<file path="src/bpc_pkg.sv">
// shared types, register codes and helpers for the barometric compensation block
package bpc_pkg;

  // configuration port geometry
  localparam int CFG_ADDR_W = 5;
  localparam int CFG_DATA_W = 32;
  localparam int COEF_W     = 16;

  // register indexes (byte address is 4 * index)
  localparam logic [2:0] REG_C1 = 3'd0;
  localparam logic [2:0] REG_C2 = 3'd1;
  localparam logic [2:0] REG_C3 = 3'd2;
  localparam logic [2:0] REG_C4 = 3'd3;
  localparam logic [2:0] REG_C5 = 3'd4;
  localparam logic [2:0] REG_C6 = 3'd5;

  // field widths
  localparam int RAW_W  = 24;
  localparam int TEMP_W = 18;
  localparam int PRES_W = 32;

  // reference temperature in 0.01 degC
  localparam logic signed [19:0] REF_TEMP = 20'sd2000;

  // factory coefficients as one group
  typedef struct packed {
    logic [COEF_W-1:0] c1;
    logic [COEF_W-1:0] c2;
    logic [COEF_W-1:0] c3;
    logic [COEF_W-1:0] c4;
    logic [COEF_W-1:0] c5;
    logic [COEF_W-1:0] c6;
  } coef_t;

  // clamp corrected temperature to the 18-bit output range
  function automatic logic signed [TEMP_W-1:0] sat_temp(input logic signed [20:0] v);
    logic signed [TEMP_W-1:0] r;
    if (v > 21'sd131071) begin
      r = 18'sd131071;
    end else if (v < -21'sd131072) begin
      r = -18'sd131072;
    end else begin
      r = v[TEMP_W-1:0];
    end
    return r;
  endfunction

endpackage

</file>
<file path="src/bpc_cfg_regs.sv">
// coefficient register file behind the configuration port
module bpc_cfg_regs (
  input  logic                              clk,
  input  logic                              rst_n,
  input  logic                              cfg_psel,
  input  logic                              cfg_penable,
  input  logic                              cfg_pwrite,
  input  logic [bpc_pkg::CFG_ADDR_W-1:0]    cfg_paddr,
  input  logic [bpc_pkg::CFG_DATA_W-1:0]    cfg_pwdata,
  output logic [bpc_pkg::CFG_DATA_W-1:0]    cfg_prdata,
  output logic                              cfg_pready,
  output bpc_pkg::coef_t                    coef
);

  bpc_pkg::coef_t   coef_r;
  bpc_pkg::coef_t   coef_nxt;
  logic [2:0]       reg_idx;
  logic             wr_en;

  assign reg_idx    = cfg_paddr[4:2];
  assign wr_en      = cfg_psel & cfg_penable & cfg_pwrite;
  assign cfg_pready = 1'b1;
  assign coef       = coef_r;

  // write decode, indexes beyond the list are dropped
  always_comb begin
    coef_nxt = coef_r;
    if (wr_en) begin
      case (reg_idx)
        bpc_pkg::REG_C1: coef_nxt.c1 = cfg_pwdata[bpc_pkg::COEF_W-1:0];
        bpc_pkg::REG_C2: coef_nxt.c2 = cfg_pwdata[bpc_pkg::COEF_W-1:0];
        bpc_pkg::REG_C3: coef_nxt.c3 = cfg_pwdata[bpc_pkg::COEF_W-1:0];
        bpc_pkg::REG_C4: coef_nxt.c4 = cfg_pwdata[bpc_pkg::COEF_W-1:0];
        bpc_pkg::REG_C5: coef_nxt.c5 = cfg_pwdata[bpc_pkg::COEF_W-1:0];
        bpc_pkg::REG_C6: coef_nxt.c6 = cfg_pwdata[bpc_pkg::COEF_W-1:0];
        default: coef_nxt = coef_r;
      endcase
    end
  end

  always_ff @(posedge clk) begin
    if (!rst_n) begin
      coef_r <= '0;
    end else begin
      coef_r <= coef_nxt;
    end
  end

  // read mux
  always_comb begin
    case (reg_idx)
      bpc_pkg::REG_C1: cfg_prdata = {16'h0000, coef_r.c1};
      bpc_pkg::REG_C2: cfg_prdata = {16'h0000, coef_r.c2};
      bpc_pkg::REG_C3: cfg_prdata = {16'h0000, coef_r.c3};
      bpc_pkg::REG_C4: cfg_prdata = {16'h0000, coef_r.c4};
      bpc_pkg::REG_C5: cfg_prdata = {16'h0000, coef_r.c5};
      bpc_pkg::REG_C6: cfg_prdata = {16'h0000, coef_r.c6};
      default:         cfg_prdata = '0;
    endcase
  end

endmodule

</file>
<file path="config.mk">
export PLATFORM = sky130hd
export DESIGN_NAME = bpc_cfg_regs
export DESIGN_NICKNAME = d
export VERILOG_FILES = /design/src/bpc_pkg.sv /design/src/bpc_cfg_regs.sv
export SDC_FILE = /design/constraint.sdc
export NUM_CORES = 1
export LEC_CHECK = 0
export ABC_AREA = 0
export BUFFER_PORTS_ARGS = -buffer_cell sky130_fd_sc_hd__buf_2
export CORE_UTILIZATION = 53
export CTS_CLUSTER_SIZE = 20
export DETAILED_ROUTE_END_ITERATION = 8
export GPL_ROUTABILITY_DRIVEN = 1
export PLACE_DENSITY = 0.94
export SYNTH_ARGS = -nofsm -noshare
export SYNTH_HDL_FRONTEND = slang
export SYNTH_SLANG_ARGS = --single-unit
</file>
<file path="constraint.sdc">
create_clock -name clk -period 1.7 [get_ports clk]
set_input_delay 0 -clock clk [delete_from_list [all_inputs] [get_ports clk]]
set_output_delay 0 -clock clk [all_outputs]
set_load 0.02 [all_outputs]
</file>
# ---- Word-level counts from Yosys, hierarchy flattened
# Index checks and enable logic that the tools add are counted.
dict set report word_totals {
  regBits 96
  latch_bits 0
  mem_bits_rw 0
  rom_bits 0
  output_inout_bits 129
  n_memories 0
}
dict set report op_classes {
  n_addsub 0
  multipliers 0
  div_mod_pow 0
  order_cmp 0
  n_eq_ne 5
  n_shift 0
  n_mux 1
  n_bitwise 2
  reduce_logical 7
}
# op count
set ops {}
lappend ops {{16-bit one-hot mux with 6 select lines} 1}
lappend ops {{2-bit AND reduction} 6}
lappend ops {{3-bit by 2-bit == test with 1-bit output (second input constant)} 2}
lappend ops {{3-bit == test (second input constant)} 2}
lappend ops {{3-bit by 1-bit == test with 1-bit output (second input constant)} 1}
lappend ops {{3-bit zero test} 1}
lappend ops {{1-bit AND} 2}

# ---- Logic depth before layout (Yosys ltp)
# Gate-level depths: netlist of run 1.
dict set report logic_depth {
  depth_word 3
  depth_mapped 6
}

# ---- Worst setup path before layout of run 1
# No wires, ideal clock.
dict set report synth_path {
  kind {input-to-output}
  startpoint {input cfg_paddr[2] in the netlist's numbering}
  endpoint {output cfg_prdata[11] in the netlist's numbering}
  t_arrival_ps 1294
  path_slack_ps 406
  cell_stages 6
  path_buffers 3
  cell_sequence {buf_6 > buf_4 > buf_2 > nor2_2 > a22oi_1 > o21ai_0}
}
dict set report synth_via {
  elab_chain_cells 2
  elab_cells_between_ends 7
  classes_between {eq/ne: 5; mux: 1; reduce/logical: 1}
}
# item line_no
set synth_lines {}
lappend synth_lines {{start, declared} bpc_cfg_regs.sv:8} ;# input logic [bpc_pkg::CFG_ADDR_W-1:0] cfg_paddr,
lappend synth_lines {{3-bit == test (tied with other cells)} bpc_cfg_regs.sv:51} ;# case (reg_idx)
lappend synth_lines {{16-bit one-hot mux with 6 select lines *} bpc_cfg_regs.sv:51}
lappend synth_lines {{end, declared} bpc_cfg_regs.sv:10} ;# output logic [bpc_pkg::CFG_DATA_W-1:0] cfg_prdata,
# Mark *: on every way between the ends. The rest lies on a longest branch, timed or not.

# ---- Worst setup path after layout of run 1
dict set report layout_path {
  startpoint {input cfg_paddr[4] in the netlist's numbering}
  endpoint {output cfg_prdata[15] in the netlist's numbering}
}
# The elaborated chain is that of the path after synthesis.

==> results.toml, run 1 <==
[outcome]
status = "complete, no violations"

[synth]
synth_top_family_by_area = "multiplexers"
synth_top_area_share = 0.4262
synth_fa_ha_area_frac = 0
syn_inst = 451
yosysSeqAreaShare = 0.4262
synth_compound_area_frac = 0.06243
synth.avg_cell_area_um2 = 9.999
synth-xor-area-share = 0
synth-seq-cells = 96
synth.area.top_cells = "dfxtp_1, mux2i_1, nand2_1, mux2_2, buf_4"
synth.area.mux_share = 0.3011
yosysWarnings = 0
yosysTopAreaCell = "dfxtp_1"
syn_area_um2 = 4509
synth-simple-area-share = 0.1360
synth_cell_types = 28

[floorplan]
die-height_um = 94.24
core_um2 = 8217
start_util = 0.5488
core.rowCount = 33
io_pins = 171
dieArea_um2 = 8881
fp.dieW_um = 94.24

[timing]
slew_headroom = 0.5176
finalHoldViolations = 0
tightestPinTransition_ns = 0.7221
max_freq_mhz = 620.7
rsz0062_at_grt = "no"
finalSetupViolations = 0
skew_ns = 0
timing.setup.tns_ns = 0
period_share = 0.9477
layout_min_cycle_time_ns = 1.611
maxSlewViolCount = 0

[critical_path]
crit_start = "cfg_paddr[4]"
crit_path_end = "cfg_prdata[15]"
cp-start-kind = "input pin"
worstSetupPathType = "in2out"
cp_max_fo = 20
worstRegToRegCells = 2
crit_path_end_kind = "output pin"
cp_data_required_time_ns = 1.70
regToRegSetupSlack_ns = 1.02
worstPathArrival_ns = 1.61
critPathMaxStageDelay_ns = 0.66
reg2reg_from = "coef[5]"
crit_top_cell = "buf_2"
critPathSlowestCell = "nor2b_1"
r2r-end = "coef[5]"
path_cells = "buf_2, nor2b_1, a22oi_1, a21oi_1, buf_2"

[detailed_routing]
route.top_layer_used = "met4"
wl_met3_um = 893
wl_per_cell_um = 17.43
drc = 0
wl_um = 12250
met1_length_um = 5216
drtAntennaViolNets = 0
drt_pass1_iterations = 5
drtIter0Drc = 241
via_per_inst = 5.468
met2_wirelength_um = 6019
dr_total_vias = 3844

[global_route]
grt_pass1_wl_um = 18640
grt_max_degree = 40
antenna_found_initial = 0
grtUsageTotal = 0.2742
overflow = 0
grt_pass1_vias = 3574

[placed_design]
place_hpwl_um = 8952
port_buffers = 135
gp_congestion = 0.8193
dpl_cell_area_um2 = 5319

[layout]
multi_input_area_um2 = 2316
seqCellArea_um2 = 1922
area_growth_pct = 22.95
layout_commonest_cell = "buf_2"
n_antenna_cell = 0
fin_area_um2 = 5544
fill_cells = 604
drive_above_1_share = 0.3645
nNetsFinal = 635
largest_register_ffs = 96
layout_common_cells = "buf_2, nand2_1, mux2i_1"

[cts]
post_cts_resized = 0
post_cts_buffers = 0
insertion_delay_ns = 0.35
root_buffer = "clkbuf_8"
cts_hold_buf = 0
clock_path_buffers = 2
clock_sinks = 96
cts_max_level = 3
cts_tree = "done"
cts_buffers = 9
clk_pin_slew_ns = 0.10

[power_and_ir_drop]
ir_worst_vdd_mv = 0.5691
power.density_nw_per_um2 = 779.9
power_leakage_nw = 2.417

[run]
max-cap-violations = 0

[hold_path]
min_from = "cfg_pwdata[10]"
hold_class = "in2reg"
-- critical path: cells and delay by family --
family	cells	cell delay [ns]
buf+inv	2	0.56
simple gates	1	0.66
compound gates	2	0.39
-- cell usage after synthesis, drive strengths merged --
master  number
a22oi       14
inv          1
a21oi        2
a32oi        7
nand4b       1
conb         2
nand4        1
o211ai       3
dfxtp       96
nor3         5
buf         34
mux2i      103
nor2         4
nand2      116
and2         1
clkbuf      14
nor2b        3
a221o        2
a221oi       2
nand2b       1
nor3b        1
o21ai        9
mux2        29
-- cell type report --
type | count | area share
Multi-Input combinational cell | 321 | 0.4177
Clock buffer | 9 | 0.02234
Clock inverter | 7 | 0.01828
Sequential cell | 96 | 0.3466
Tap cell | 105 | 0.02370
Timing Repair Buffer | 164 | 0.1706
Inverter | 1 | 0.0006770
-- kinds of logic (layout without fill, tap and decap cells) --
kind of cell	Yosys count	after routing
and+or+nand+nor	133	133
muxes	132	132
other	2	17
DFF	96	96
AOI/OAI and AO/OA	39	39
buffers and inverters	49	181
-- worst min-delay path by stage --
| stage | to | depth (start not counted) | slack (ns) |
|---|---|---|---|
| global route | coef[18] | 3 | 0.03 |
| detailed placement | coef[74] | 3 | 0.39 |
| CTS | coef[74] | 3 | 0.02 |
| global placement | coef[21] | 3 | 0.37 |
| finish | coef[74] | 3 | 0.03 |
| floorplan | coef[11] | 2 | 0.25 |
-- where the power goes --
part	internal, mW	switching, mW
clock network	0.842	0.819
registers	2.26	0.0133
logic	0.121	0.264
-- metal layers --
| metal | up-vias | global-route usage |
|---|---|---|
| met4 | 0 | 0.08205 |
| met5 | - | 0 |
| li1 | 1809 | - |
| met2 | 175 | 0.4632 |
| met1 | 1848 | 0.3520 |
| met3 | 12 | 0.05097 |
-- per-stage QoR --
stage | util | hold WS, ns | worst slack, ns | instances | power [mW]
after floorplan | - | 0.2483 | 0.4062 | 466 | 2.605
after global routing | 0.6747 | 0.03196 | 0.06056 | 703 | 4.476
after global placement | 0.6473 | 0.3740 | 0.1945 | 687 | 2.698
final | 0.6747 | 0.02811 | 0.08883 | 703 | 4.324
after CTS | 0.6747 | 0.01619 | 0.1544 | 703 | 4.337
after detailed placement | 0.6473 | 0.3855 | 0.1595 | 687 | 2.707
Note: power is estimated with default switching activity, not from simulation.
==> run 2: changes to the inputs <==
--- a/config.mk
+++ b/config.mk
@@ -7,11 +7,12 @@
 export LEC_CHECK = 0
 export ABC_AREA = 0
 export BUFFER_PORTS_ARGS = -buffer_cell sky130_fd_sc_hd__buf_2
-export CORE_UTILIZATION = 53
+export CORE_UTILIZATION = 48
 export CTS_CLUSTER_SIZE = 20
 export DETAILED_ROUTE_END_ITERATION = 8
 export GPL_ROUTABILITY_DRIVEN = 1
-export PLACE_DENSITY = 0.94
+export PLACE_DENSITY = 0.87
+export SLEW_MARGIN = 5
 export SYNTH_ARGS = -nofsm -noshare
 export SYNTH_HDL_FRONTEND = slang
 export SYNTH_SLANG_ARGS = --single-unit
==> run 2 against run 1 <==
Against the previous run:
- flip-flop and latch count unchanged
- critical path depth did not move
- wire length up 1.6%
- via count fell by 1.3%
- register-to-register slack better by 0.03 ns
==> results.toml, run 2 (synthesized netlist as in run 1, its figures left out) <==
[timing]
timing.setup.tns_ns = 0
whs_ns = 0.03755
max_freq_mhz = 668.8
skew_ns = 0
rsz0062_at_grt = "no"
finalSetupViolations = 0
maxSlewViolCount = 0
finalHoldViolations = 0
tightestPinTransition_ns = 0.9836
slew_headroom = 0.3429
period_share = 0.8795
layout_min_cycle_time_ns = 1.495

[critical_path]
crit_top_cell = "buf_2"
cp-start-kind = "input pin"
cp_num_buf_inv = 2
cp_data_required_time_ns = 1.70
critPathSlowestCell = "nor2b_1"
worstSetupPathType = "in2out"
critPathTopFamily = "simple AND/OR/NAND/NOR gates"
critPathMaxStageDelay_ns = 0.76
cp_max_fo = 9
path_cells = "buf_2, nor2b_1, a32oi_1, o211ai_1, buf_2"
worstPathArrival_ns = 1.50
crit_path_end_kind = "output pin"

[layout]
layout_commonest_cell = "buf_2"
nNetsFinal = 630
n_antenna_cell = 0
fin_cells = 702
layout_common_cells = "buf_2, nand2_1, mux2i_1"
largest_register_ffs = 96
area_growth_pct = 21.39
drive_above_1_share = 0.3553

[floorplan]
dieArea_um2 = 9786
start_util = 0.4927
core_um2 = 9153
io_pins = 171
fp.dieW_um = 98.93
die-height_um = 98.93
core.rowCount = 35

[cts]
cts_max_level = 3
cts_buffers = 9
cts_tree = "done"
clk_pin_slew_ns = 0.09
insertion_delay_ns = 0.33
post_cts_buffers = 0
root_buffer = "clkbuf_8"
cts_hold_buf = 0
clock_path_buffers = 2
post_cts_resized = 0
clock_sinks = 96

[detailed_routing]
dr_total_vias = 3794
via_per_inst = 5.405
drt_pass1_iterations = 4
drtAntennaViolNets = 0
drtIter0Drc = 164
wl_um = 12450
wl_per_cell_um = 17.73
drc = 0

[placed_design]
gp_congestion = 0.8602
port_buffers = 135
dp_cells = 688
place_hpwl_um = 8849

[global_route]
grt_max_degree = 32
met3_usage = 0.04894
antenna_found_initial = 0
grt_pass1_wl_um = 19410
grtUsageTotal = 0.2557
grt_pass1_vias = 3737
grt.busiest_layer = "met2"
grtUsageMet2 = 0.4379
use_met1 = 0.3242
overflow = 0

[outcome]
status = "complete, no violations"

[run]
max-cap-violations = 0

[power_and_ir_drop]
power.density_nw_per_um2 = 748.6
ir_worst_vdd_mv = 0.5283
power_leakage_nw = 2.382
power_mw = 4.098

[hold_path]
hold_class = "in2reg"
-- run 2: power by group --
| part | total [mW] | internal (mW) | switching (mW) |
|---|---|---|---|
| combinational | 0.383 | 0.118 | 0.265 |
| sequential | 2.28 | 2.26 | 0.0128 |
| clock | 1.44 | 0.707 | 0.733 |
| total | 4.10 | 3.09 | 1.01 |
-- run 2: area by class of cell --
cell class	count	area, um^2
fill	791	3679
multi-input combinational	321	2316
sequential	96	1922
timing repair buffer	159	908.4
clock buffer	11	141.4
tap	111	138.9
clock inverter	3	43.79
inverter	1	3.754
-- run 2: worst paths after layout --
kind | from | endpoint | slack, ns | depth (start not counted)
max reg2reg | coef[9] | coef[9] | 1.05 | 2
min reg2reg | coef[59] | coef[59] | 0.47 | 2
max | cfg_paddr[3] | cfg_prdata[12] | 0.20 | 5
min | cfg_pwdata[13] | coef[45] | 0.04 | 3
-- run 2: tightest hold or removal path, cell delays in order --
cell and delay [ns]:
buf_2 0.08, nand2_1 0.12, mux2i_1 0.15
-- run 2: per-layer routing --
metal,routed length [um],vias to the layer above
met5,0,-
met4,152,0
met3,714,12
met2,6208,146
met1,5370,1832
li1,-,1804
-- run 2: metrics by stage --
step	worst slack [ns]	util	area [um^2]
after floorplan	0.4062	-	4566
after global placement	0.2500	0.5779	5289
after detailed placement	0.2162	0.5779	5289
after CTS	0.2218	0.5981	5474
after global routing	0.1409	0.5981	5474
final	0.2048	0.5981	5474
